$ cat src/rtl/ist_pkg.sv
// Shared types and constants of the integer set table.
`default_nettype none

package ist_pkg;

  // Default number of slots.
  localparam int CAPACITY_DEF = 16;

  // Slot index fields are sized for the largest supported table.
  localparam int IDX_MAX_W = 10;

  typedef enum logic [1:0] {
    OP_INSERT = 2'd0,
    OP_REMOVE = 2'd1,
    OP_TEST   = 2'd2,
    OP_SPREAD = 2'd3
  } op_e;

  // Query item as it walks down the cell row.
  typedef struct packed {
    logic                  vld;
    op_e                   op;
    logic signed [31:0]    value;
    logic                  found;
    logic [IDX_MAX_W-1:0]  found_idx;
    logic                  has_free;
    logic [IDX_MAX_W-1:0]  free_idx;
    logic                  any;
    logic signed [31:0]    mx;
    logic signed [31:0]    mn;
  } tok_t;

  // Update broadcast to all cells when an item retires.
  typedef struct packed {
    logic                  set_en;
    logic                  clr_en;
    logic [IDX_MAX_W-1:0]  set_idx;
    logic [IDX_MAX_W-1:0]  clr_idx;
    logic signed [31:0]    value;
  } commit_t;

endpackage

`default_nettype wire

$ cat src/rtl/ist_cell.sv
// One slot of the set: holds a member and updates the passing query item.
`default_nettype none

module ist_cell
  import ist_pkg::*;
#(
  parameter int IDX = 0
) (
  input  wire logic    clk,
  input  wire logic    rst_n,
  input  wire logic    adv,
  input  wire tok_t    tok_in,
  input  wire commit_t commit,
  output      tok_t    tok_out
);

  localparam logic [IDX_MAX_W-1:0] MY_IDX = IDX_MAX_W'(IDX);

  logic               used_r;
  logic signed [31:0] value_r;
  tok_t               tok_r;
  tok_t               tok_nxt;

  // Fold this slot into the item: match, first free slot, running max and min.
  always_comb begin
    tok_nxt = tok_in;
    if (tok_in.vld) begin
      if (used_r && (value_r == tok_in.value) && !tok_in.found) begin
        tok_nxt.found     = 1'b1;
        tok_nxt.found_idx = MY_IDX;
      end
      if (!used_r && !tok_in.has_free) begin
        tok_nxt.has_free = 1'b1;
        tok_nxt.free_idx = MY_IDX;
      end
      if (used_r) begin
        if (!tok_in.any) begin
          tok_nxt.any = 1'b1;
          tok_nxt.mx  = value_r;
          tok_nxt.mn  = value_r;
        end else begin
          if (value_r > tok_in.mx) tok_nxt.mx = value_r;
          if (value_r < tok_in.mn) tok_nxt.mn = value_r;
        end
      end
    end
  end

  // Advance the item to the neighbor.
  always_ff @(posedge clk) begin
    if (!rst_n) begin
      tok_r <= '0;
    end else if (adv) begin
      tok_r <= tok_nxt;
    end
  end

  // Occupancy flag of the slot.
  always_ff @(posedge clk) begin
    if (!rst_n) begin
      used_r <= 1'b0;
    end else if (commit.set_en && (commit.set_idx == MY_IDX)) begin
      used_r <= 1'b1;
    end else if (commit.clr_en && (commit.clr_idx == MY_IDX)) begin
      used_r <= 1'b0;
    end
  end

  // Stored member value.
  always_ff @(posedge clk) begin
    if (commit.set_en && (commit.set_idx == MY_IDX)) begin
      value_r <= commit.value;
    end
  end

  assign tok_out = tok_r;

endmodule

`default_nettype wire

$ cat config.mk
export PLATFORM = sky130hd
export DESIGN_NAME = ist_cell
export DESIGN_NICKNAME = d
export VERILOG_FILES = /design/src/rtl/ist_pkg.sv /design/src/rtl/ist_cell.sv
export SDC_FILE = /design/constraint.sdc
export NUM_CORES = 1
export LEC_CHECK = 0
export BUFFER_PORTS_ARGS = -buffer_cell sky130_fd_sc_hd__buf_4
export CELL_PAD_IN_SITES_DETAIL_PLACEMENT = 0
export CELL_PAD_IN_SITES_GLOBAL_PLACEMENT = 1
export CORE_MARGIN = 4
export CORE_UTILIZATION = 30
export CTS_BUF_LIST = sky130_fd_sc_hd__clkbuf_8
export DETAILED_ROUTE_END_ITERATION = 8
export GPL_TIMING_DRIVEN = 0
export PLACE_DENSITY = 0.76
export SLEW_MARGIN = 20
export SYNTH_ARGS = -nofsm -noshare
export SYNTH_HDL_FRONTEND = slang
export SYNTH_SLANG_ARGS = --single-unit
$ cat constraint.sdc
create_clock -name clk -period 10.6 [get_ports clk]
set_input_delay 2.12 -clock clk [delete_from_list [all_inputs] [get_ports clk]]
set_output_delay 2.12 -clock clk [all_outputs]
set_load 0.03 [all_outputs]
======== After elaboration in Yosys (flattened, before gate mapping) ========
Cells that the tools add are included.
cells by class
  mux-type cells .......................... 9
  reductions and logical operators ........ 11
  equality and inequality tests ........... 1
  $lt $le $gt $ge ......................... 2
operators by type and width
  kind                         number
  87-bit 2-to-1 mux            1
  65-bit 2-to-1 mux            1
  32-bit 2-to-1 mux            2
  64-bit 2-to-1 mux            1
  32-bit == test               1
  32-bit > comparator          1
  32-bit less-than comparator  1
  11-bit 2-to-1 mux            2
  10-bit zero test             2
  1-bit logical AND            5
  1-bit zero test              3
  1-bit 2-to-1 mux             2
  2-bit nonzero test           1
word-level totals
  register bits after elaboration ......... 155
  logic and storage cells ................. 35
  input bits .............................. 179

======== Longest topological paths before layout ========
Gate-level depths: netlist of the first run.
  depth in word-level cells ............... 5
  gate-level depth with buffers ........... 12

======== Worst setup path after synthesis of the first run ========
Ideal clock, no wire load.
  path type ............................... input to register
  from .................................... input commit[44] in the netlist's numbering
  to ...................................... register value_r[0] (enable)
  stages on the path ...................... 3
  slack ................................... 4,484 ps
  arrival ................................. 5,608 ps
  path buffers ............................ 0
  data required time ...................... 10,092 ps
  path through ............................ nor4b_1 nand2_1 nor4_1
between the ends
  word-level cells in the longest chain between the ends .. 2
ends and longest elaborated chain
  element               line            source
  from (decl)           ist_cell.sv:13  input wire commit_t commit,
  10-bit zero test      ist_cell.sv:71  if (commit.set_en && (commit.set_idx == MY_IDX)) begin
  1-bit logical AND     ist_cell.sv:71
  to (signal assigned)  ist_cell.sv:72  value_r <= commit.value;
  to (decl)             ist_cell.sv:20  logic signed [31:0] value_r;
No other way between the ends.
A chain may end at the register's enable or synchronous reset.

======== Final worst setup path of the first run ========
  from .................................... input tok_in[17] in the netlist's numbering
  to ...................................... register tok_r, in the netlist tok_out[2]
between the ends
  word-level cells in the longest chain between the ends .. 5
ends and longest elaborated chain
  element                      line            source
  from (decl)                  ist_cell.sv:12  input wire tok_t tok_in,
  32-bit less-than comparator  ist_cell.sv:43  if (value_r < tok_in.mn) tok_nxt.mn = value_r;
  32-bit 2-to-1 mux            ist_cell.sv:43
  64-bit 2-to-1 mux            ist_cell.sv:37  if (!tok_in.any) begin
  65-bit 2-to-1 mux            ist_cell.sv:36  if (used_r) begin
  87-bit 2-to-1 mux            ist_cell.sv:27  if (tok_in.vld) begin
  to (signal assigned)         ist_cell.sv:54  tok_r <= tok_nxt;
  to (decl)                    ist_cell.sv:21  tok_t tok_r;
No other way between the ends.

==> run_results.csv, run 1 <==
group,metric,value,unit
floorplanning,fp.dieW,173,um
setup_path,critical-path-max-stage-delay,0.77,ns
place,gp_congestion,0.829,
floorplanning,io_pins,301,
grt,grt_pass1_wl,47900,um
detailed_routing,postRouteAntennaNets,0,
pwr,p_leak,5.37,nW
synthesis,syn-num-nets,1096,
layout,fillers,2651,
detailed_routing,wl,32200,um
synthesis,synth-seq-cells,155,
hold_path,hold_path.class,"reg2reg",
pwr,comb_power_share,20.7,%
synthesis,synth.largest_area_cell,"dfxtp_1",
sta,setup_tns,0,ns
pwr,switching_share,31.0,%
run,maxCapViolations,0,
sta,min_period,4.38,ns
sta,slew_headroom,40.0,%
grt,grt_pass1_vias,7836,
grt,grt_max_degree,17,
setup_path,reg2reg_to,"tok_out[2]",
detailed_routing,via_per_inst,4.95,
pwr,max-vdd-ir-drop,0.0852,mV
setup_path,arrival,4.72,ns
clocking,cts_resized,0,
sta,clock_skew,0.0195,ns
setup_path,worst_setup_path_end_kind,"flop",
pwr,seq_power_share,44.6,%
clocking,clk_latency,0.46,ns
grt,antenna_found_initial,1,
sta,setup_viol,0,
clocking,root_buffer,"clkbuf_8",
sta,rsz0062_at_grt,"false",
synthesis,yosysWarnings,0,
floorplanning,fp.dieH,173,um
setup_path,crit_path_start,"tok_in[17]",
layout,final_common_cell,"buf_4",
synthesis,synthCells,854,
detailed_routing,first_iter_violations,455,
detailed_routing,drc,0,
synthesis,ys_seq_area_share,42.0,%
clocking,ctsHoldBuffers,0,
grt,grt_usage,20.9,%
synthesis,synth_edf_count,32,
run_status,run_status,"complete, no violations",
layout,layout_common_cells,"buf_4 (300), dfxtp_1 (123), a21oi_1 (104)",
detailed_routing,wl_per_cell,21.0,um
synthesis,synth_area,8140,um^2
setup_path,critPathMostFrequentCell,"a21oi_1",
layout,nNetsFinal,1420,
pwr,cellInternalPower,1.01,mW
detailed_routing,vias,7594,
setup_path,crit_buf_inv,3,
setup_path,rr_startpoint,"value_r[31]",
pwr,p_per_area,129,nW/um^2
synthesis,avgSynthCellArea,9.54,um^2
setup_path,critPathTopFamily,"compound AO/OA/AOI/OAI gates",
clocking,cts_sinks,155,
floorplanning,initial_core_util,30.4,%
synthesis,postSynth.asyncResetShare,0,%
floorplanning,core_area,26800,um^2
sta,worst_pin_slew,0.899,ns
synthesis,ys_types,43,
detailed_routing,firstDrtPassIters,5,
setup_path,critPathSlowestCell,"o311ai_2",
floorplanning,rows,60,
place,port_buffers,299,
sta,period_share,41.3,%
grt,grt-ovfl-total,0,
clocking,cts_max_path_buffers,2,
clocking,cts.clk_slew.worst_paths,0.10,ns
clocking,cts_tree,"yes",
setup_path,critical_path_class,"in2reg",
hold_path,hold_path_end,"tok_out[115]",
pwr,power,1.46,mW
clocking,cts_setup_buffers,0,
pwr,switchingPower,451,uW
synthesis,synth_top_cell_area_share,30.2,%
pwr,clkPwrFrac,34.7,%
setup_path,critical_path.startpoint_type,"input port",
sta,slew_viol_final,0,
floorplanning,dieArea,29800,um^2
synthesis,synthTopCellsByArea,"dfxtp_1 (30%), edfxtp_1 (12%), ha_1 (9.7%)",
hold_path,hp-start,"tok_out[115]",
setup_path,worstPathRequired,10.94,ns
setup_path,path_cells,"buf_4, inv_1, ha_1, a21oi_1, o21ai_0, a221oi_1, o211ai_1, o311ai_2, buf_8, mux2i_1, a21oi_1",
layout,area_delta_synth_final,38.7,%
clocking,cts.htree.levels,4,
hold_path,hold_depth,2,
sta,max_freq,228,MHz
sta,hold_violations,0,
setup_path,ff2ff_path_depth,9,
place,place.detailed.hpwl,25800,um
clocking,numCtsBuffers,17,
setup_path,crit_path_max_fanout,10,
layout,layout-drive-gt1-share,29.6,%
setup_path,ff2ff_setup_slack,7.39,ns
synthesis,synthFlopType,"dfxtp_1",
[kinds of logic after synthesis]
logic type | share of synthesized area [%]
and+or+nand+nor | 11.6
buffers and inverters | 6.19
muxes | 8.23
DFF | 42.0
AOI/OAI and AO/OA | 18.8
adders and majority gates | 9.68
xor gates and xnor gates | 3.44
[final cells by class]
type	instances	area, um^2	area share [%]
plain buffers	49	245	2.17
clock inverters	15	200	1.77
clock buffers	17	234	2.07
well taps	341	427	3.78
inverters	69	259	2.29
multi-input cells	581	4220	37.4
repair buffers	305	2280	20.2
flip-flops and latches	155	3420	30.3
diodes	2	5.00	0.0443
[sequential cells by signal (all words and copies together) (netlist names)]
signal and cells:
value_r 32, used_r 1, tok_out 122
[worst max path at each step]
| stage | endpoint | slack (ns) | cells past startpoint |
|---|---|---|---|
| floorplan | value_r[0] | 4.48 | 3 |
| global placement | value_r[20] | 1.61 | 4 |
| detailed placement | tok_out[2] | 5.75 | 11 |
| CTS | tok_out[2] | 6.25 | 11 |
| global route | tok_out[2] | 6.09 | 11 |
| finish | tok_out[2] | 6.22 | 11 |
[synthesized netlist by cell type (4+ instances only)]
library cell,count
a21o_1,11
nand2_1,14
a31oi_1,7
edfxtp_1,32
nor4_1,10
nor2_1,38
dfxtp_1,123
nor2b_1,78
clkbuf_1,37
mux2i_1,67
o221a_1,30
nand3_1,5
nand4_1,14
buf_2,4
a21oi_1,104
inv_1,69
nor3_1,6
ha_1,63
o21ai_0,76
xor2_1,28
xnor2_1,4
[power by group through the flow]
stage               logic, mW  clock network, mW  registers [mW]
finish                  0.301              0.506           0.650
global route            0.326              0.544           0.653
CTS                     0.304              0.518           0.650
detailed placement      0.303                  0           0.663
global placement        0.300                  0           0.662
floorplan              0.0944                  0           0.719
[metal layers]
metal | vias up | part of all wire, % | GRT usage [%]
met2 | 299 | 48 | 35.9
met4 | 0 | 2.0 | 5.62
li1 | 3700 | - | -
met3 | 37 | 7.4 | 5.77
met1 | 3558 | 42 | 26.0
met5 | - | 0 | 0
[through the flow]
step | hold WS (ns) | std cells | instance area (um^2) | util (%) | worst slack, ns
after CTS | 0.530 | 1532 | 11300 | 42.1 | 6.25
after floorplan | 0.526 | 854 | 8140 | - | 4.48
after global routing | 0.552 | 1533 | 11300 | 42.1 | 6.09
after detailed placement | 0.507 | 1500 | 10900 | 40.5 | 5.75
after global placement | 0.498 | 1494 | 10800 | 40.4 | 1.61
final | 0.523 | 1534 | 11300 | 42.1 | 6.22
[worst reg2reg max path: cells and delay by family (launching register included)]
family                   cells  cell delay (ns)
flip-flops                   1             0.56
AND/OR/NAND/NOR              2             0.28
multiplexers                 1             0.24
AO/OA/AOI/OAI                4             1.33
adder cells (fa/ha/maj)      1             0.44
buffers and inverters        1             0.25
No activity file was read; power rests on OpenSTA's default activity.
==> inputs of run 2 (changes only) <==
--- a/config.mk
+++ b/config.mk
@@ -13,7 +13,7 @@
 export CTS_BUF_LIST = sky130_fd_sc_hd__clkbuf_8
 export DETAILED_ROUTE_END_ITERATION = 8
 export GPL_TIMING_DRIVEN = 0
-export PLACE_DENSITY = 0.76
+export PLACE_DENSITY = 0.78
 export SLEW_MARGIN = 20
 export SYNTH_ARGS = -nofsm -noshare
 export SYNTH_HDL_FRONTEND = slang
==> constraint.sdc (replaced) <==
create_clock -name clk -period 4 [get_ports clk]
set_input_delay 0.8 -clock clk [delete_from_list [all_inputs] [get_ports clk]]
set_output_delay 0.8 -clock clk [all_outputs]
set_load 0.03 [all_outputs]
==> run_results.csv, run 2 (synthesis gave the netlist of run 1 again) <==
group,metric,value,unit
run_status,run_status,"complete, no violations",
pwr,p_leak,5.31,nW
sta,period_share,81.1,%
hold_path,hold_path.class,"in2reg",
clocking,cts.clk_slew.worst_paths,0.11,ns
run,maxCapViolations,0,
layout,final_common_cell,"buf_4",
grt,antenna_found_initial,1,
floorplanning,fp.dieW,173,um
place,port_buffers,299,
layout,layout_common_cells,"buf_4 (299), dfxtp_1 (123), a21oi_1 (104)",
setup_path,crit_path_max_fanout,10,
setup_path,critical_path_class,"reg2reg",
clocking,cts_max_path_buffers,2,
clocking,cts_resized,0,
floorplanning,initial_core_util,30.4,%
grt,grt_usage,21.1,%
floorplanning,io_pins,301,
place,placed_area,10900,um^2
clocking,numCtsBuffers,17,
detailed_routing,postRouteAntennaNets,0,
layout,largest_reg_flops,122,
layout,fillers,2667,
grt,grt_pass1_wl,48100,um
clocking,cts_setup_buffers,0,
sta,min_period,3.24,ns
place,place.detailed.hpwl,25900,um
detailed_routing,firstDrtPassIters,5,
layout,design_area,11200,um^2
sta,setup_viol,0,
clocking,ctsHoldBuffers,0,
floorplanning,dieArea,29800,um^2
setup_path,critical_path.startpoint_type,"flop",
sta,max_freq,308,MHz
pwr,clkPwrFrac,31.5,%
grt,grt_max_degree,17,
layout,layout-drive-gt1-share,29.4,%
clocking,clk_latency,0.46,ns
clocking,cts_sinks,155,
place,gp_congestion,0.843,
setup_path,worst_setup_path_end_kind,"flop",
detailed_routing,wl,32500,um
clocking,cts_tree,"yes",
layout,nNetsFinal,1417,
detailed_routing,first_iter_violations,512,
clocking,root_buffer,"clkbuf_8",
sta,whs,0.502,ns
floorplanning,rows,60,
detailed_routing,drc,0,
sta,worst_pin_slew,1.03,ns
pwr,comb_power_share,21.7,%
pwr,switching_share,32.7,%
setup_path,worstPathRequired,4.31,ns
detailed_routing,vias,7580,
detailed_routing,via_per_inst,4.95,
floorplanning,core_area,26800,um^2
sta,rsz0062_at_grt,"false",
pwr,cellInternalPower,2.47,mW
pwr,power,3.68,mW
setup_path,arrival,3.56,ns
detailed_routing,wl_per_cell,21.2,um
grt,grt-ovfl-total,0,
sta,slew_viol_final,0,
pwr,seq_power_share,46.8,%
floorplanning,fp.dieH,173,um
layout,area_delta_synth_final,37.9,%
clocking,cts.htree.levels,4,
grt,grt_pass1_vias,7689,
pwr,max-vdd-ir-drop,0.224,mV
pwr,switchingPower,1.20,mW
sta,slew_headroom,31.6,%
sta,hold_violations,0,
sta,clock_skew,0.0232,ns
pwr,p_per_area,327,nW/um^2
==> run 2: cell count changes in the layout (fill, tap and decap cells not counted), sizes merged <==
cell | before | now
diode | 2 | 1
clkinvlp | 0 | 4
buf | 317 | 314
bufinv | 3 | 0
inv | 78 | 77
==> run 2: final timing paths <==
path / from / endpoint / slack [ns] / cells past startpoint
setup / recovery: value_r[31] / tok_out[13] / 0.76 / 9
hold / removal: commit[10] / value_r[10] / 0.50 / 1
setup reg to reg: value_r[31] / tok_out[13] / 0.76 / 9
hold reg to reg: tok_out[110] / tok_out[110] / 0.53 / 2
==> run 2: layer usage <==
layer | share of wire (%) | GRT usage [%] | vias to the layer above | wire (um)
met2 | 48 | 35.5 | 280 | 15400
met3 | 7.3 | 6.06 | 34 | 2380
li1 | - | - | 3693 | -
met1 | 43 | 26.8 | 3573 | 14100
met5 | 0 | 0 | - | 0
met4 | 1.8 | 5.35 | 0 | 573
==> run 2: cell type report <==
type,count,area (um^2),area share [%]
multi-input cells,581,4230,37.7
clock inverters,15,134,1.19
flip-flops and latches,155,3420,30.5
clock buffers,17,234,2.08
repair buffers,302,2280,20.3
inverters,69,259,2.31
well taps,341,427,3.80
diodes,1,2.50,0.0223
plain buffers,49,245,2.18
==> run 2: worst max-delay path, cell delays in order, from the launching register on <==
cell and delay [ns]:
edfxtp_1 0.56, ha_1 0.44, nand4_1 0.19, nor3_1 0.08, a221oi_1 0.26, o211ai_1 0.23, o311ai_2 0.77, buf_8 0.25
mux2i_1 0.21, a21oi_1 0.09
==> run 2: stage by stage <==
stage | cells | setup TNS [ns] | util [%] | setup slack (ns)
after floorplan | 854 | 0 | - | 0.580
after global placement | 1494 | -31.87 | 40.4 | -0.973
after detailed placement | 1497 | 0 | 40.5 | 0.421
after CTS | 1529 | 0 | 41.9 | 0.693
after global routing | 1529 | 0 | 41.9 | 0.517
final | 1530 | 0 | 41.9 | 0.755
==> run 2: power by group through the flow <==
| stage | clock, mW | combinational (mW) | sequential (mW) |
|---|---|---|---|
| 2_1_floorplan | 0 | 0.250 | 1.91 |
| 3_3_place_gp | 0 | 0.794 | 1.75 |
| 3_5_place_dp | 0 | 0.803 | 1.75 |
| 4_1_cts | 1.19 | 0.806 | 1.72 |
| 5_1_grt | 1.25 | 0.866 | 1.73 |
| 6_report | 1.16 | 0.799 | 1.72 |
==> inputs of run 3 (changes only) <==
--- a/config.mk
+++ b/config.mk
@@ -13,7 +13,7 @@
 export CTS_BUF_LIST = sky130_fd_sc_hd__clkbuf_8
 export DETAILED_ROUTE_END_ITERATION = 8
 export GPL_TIMING_DRIVEN = 0
-export PLACE_DENSITY = 0.78
+export PLACE_DENSITY = 0.76
 export SLEW_MARGIN = 20
 export SYNTH_ARGS = -nofsm -noshare
 export SYNTH_HDL_FRONTEND = slang
==> constraint.sdc (replaced) <==
create_clock -name clk -period 3 [get_ports clk]
set_input_delay 0.6 -clock clk [delete_from_list [all_inputs] [get_ports clk]]
set_output_delay 0.6 -clock clk [all_outputs]
set_load 0.03 [all_outputs]
==> run_results.csv, run 3 (synthesis gave the netlist of run 1 again) <==
group,metric,value,unit
grt,met3_usage,5.84,%
setup_path,ff2ff_path_depth,10,
detailed_routing,wl_per_cell,21.2,um
clocking,numCtsBuffers,17,
clocking,cts.clk_slew.worst_paths,0.11,ns
sta,clock_skew,0.0230,ns
hold_path,hold_depth,1,
sta,setup_tns,0,ns
detailed_routing,postRouteAntennaNets,0,
hold_path,hold_path_end,"value_r[18]",
layout,area_delta_synth_final,42.4,%
setup_path,critical_path.startpoint_type,"flop",
hold_path,hold_path.class,"in2reg",
clocking,root_buffer,"clkbuf_8",
detailed_routing,firstDrtPassIters,5,
layout,largest_reg_flops,122,
setup_path,critical_path_class,"reg2reg",
sta,worst_pin_slew,1.05,ns
sta,max_freq,348,MHz
clocking,clk_latency,0.47,ns
sta,period_share,95.9,%
grt,grt_max_degree,18,
layout,final_common_cell,"buf_4",
setup_path,worst_setup_path_end_kind,"flop",
pwr,power,5.19,mW
grt,grt_pass1_wl,48300,um
detailed_routing,drc,0,
detailed_routing,vias,7700,
clocking,cts.htree.levels,4,
pwr,p_leak,5.47,nW
place,port_buffers,299,
floorplanning,io_pins,301,
run,maxCapViolations,0,
detailed_routing,first_iter_violations,451,
detailed_routing,wl,32800,um
sta,slew_viol_final,0,
place,place.detailed.hpwl,25800,um
sta,hold_violations,0,
pwr,max-vdd-ir-drop,0.262,mV
setup_path,worstPathRequired,3.34,ns
setup_path,ff2ff_setup_slack,0.12,ns
grt,top_usage_layer,"met2",
setup_path,arrival,3.22,ns
layout,layout-drive-gt1-share,32.1,%
layout,layout_common_cells,"buf_4 (319), dfxtp_1 (123), a21oi_1 (103)",
setup_path,crit_path_max_fanout,10,
grt,grtUsageMet1,26.2,%
place,gp_congestion,0.808,
hold_path,hp-start,"commit[18]",
grt,grt_pass1_vias,7861,
grt,antenna_found_initial,2,
detailed_routing,via_per_inst,4.97,
sta,slew_headroom,30.2,%
floorplanning,fp.dieH,173,um
grt,grt-ovfl-total,0,
floorplanning,core_area,26800,um^2
setup_path,rr_startpoint,"value_r[13]",
grt,grt.met2_usage,36.3,%
floorplanning,rows,60,
floorplanning,initial_core_util,30.4,%
run_status,run_status,"complete, no violations",
layout,nNetsFinal,1437,
grt,grt_usage,21.1,%
sta,setup_viol,0,
pwr,p_per_area,447,nW/um^2
floorplanning,dieArea,29800,um^2
sta,min_period,2.88,ns
clocking,cts_tree,"yes",
clocking,cts_sinks,155,
clocking,cts_max_path_buffers,2,
setup_path,reg2reg_to,"tok_out[62]",
floorplanning,fp.dieW,173,um
run 3: timing repair:
item	in CTS	in global routing
endpoints found under the setup margin	62	72
setup buffers	10	10
resized for setup	9	22
pin swaps	2	10
cloned	0	0
hold buffers	0	0
run 3: worst max-delay path by stage:
stage | cells after the start | slack, ns | startpoint | to
finish | 10 | 0.12 | value_r[13] | tok_out[62]
global route | 10 | -0.008 | value_r[17] | tok_out[30]
CTS | 10 | 0.01 | value_r[17] | tok_out[62]
detailed placement | 11 | -0.38 | tok_in[17] | tok_out[30]
global placement | 4 | -0.44 | commit[44] | value_r[21]
floorplan | 10 | 0.24 | tok_in[31] | tok_out[10]
run 3: metrics by stage:
step / area (um^2) / setup WS, ns / instances / util (%) / hold slack (ns)
2_1_floorplan: 8160 / 0.243 / 854 / - / 0.526
3_3_place_gp: 10800 / -0.439 / 1494 / 40.4 / 0.497
3_5_place_dp: 10900 / -0.379 / 1497 / 40.5 / 0.504
4_1_cts: 11400 / 0.0126 / 1539 / 42.6 / 0.265
5_1_grt: 11600 / -0.00821 / 1550 / 43.3 / 0.269
6_report: 11600 / 0.124 / 1550 / 43.3 / 0.300
run 3: metal layers:
| metal | vias to the layer above | wire [um] |
|---|---|---|
| met4 | 0 | 605 |
| li1 | 3738 | - |
| met2 | 282 | 15700 |
| met3 | 31 | 2230 |
| met1 | 3649 | 14200 |
| met5 | - | 0 |
run 3: final cells by class:
class | count | area (um^2)
Multi-Input combinational cell | 581 | 4370
Tap cell | 341 | 427
Timing Repair Buffer | 322 | 2430
Fill cell | 2679 | 15200
Sequential cell | 155 | 3420
Clock inverter | 15 | 198
Clock buffer | 17 | 234
Inverter | 69 | 259
Antenna cell | 1 | 2.50
Buffer | 49 | 250
run 3: worst max-delay path, stage by stage, from the launching register on:
cell and delay (ns):
edfxtp_1 0.54, ha_4 0.27, a21o_1 0.17, a21o_1 0.16
a21o_1 0.21, o31ai_2 0.28, a211oi_1 0.14, or3_1 0.38
buf_2 0.18, buf_6 0.16, o221a_1 0.23
run 3: report_power, final:
group,leakage (nW),internal [mW],switching (mW)
registers,1.31,2.23,0.0639
clock network,0.224,0.859,0.956
logic,3.94,0.471,0.607
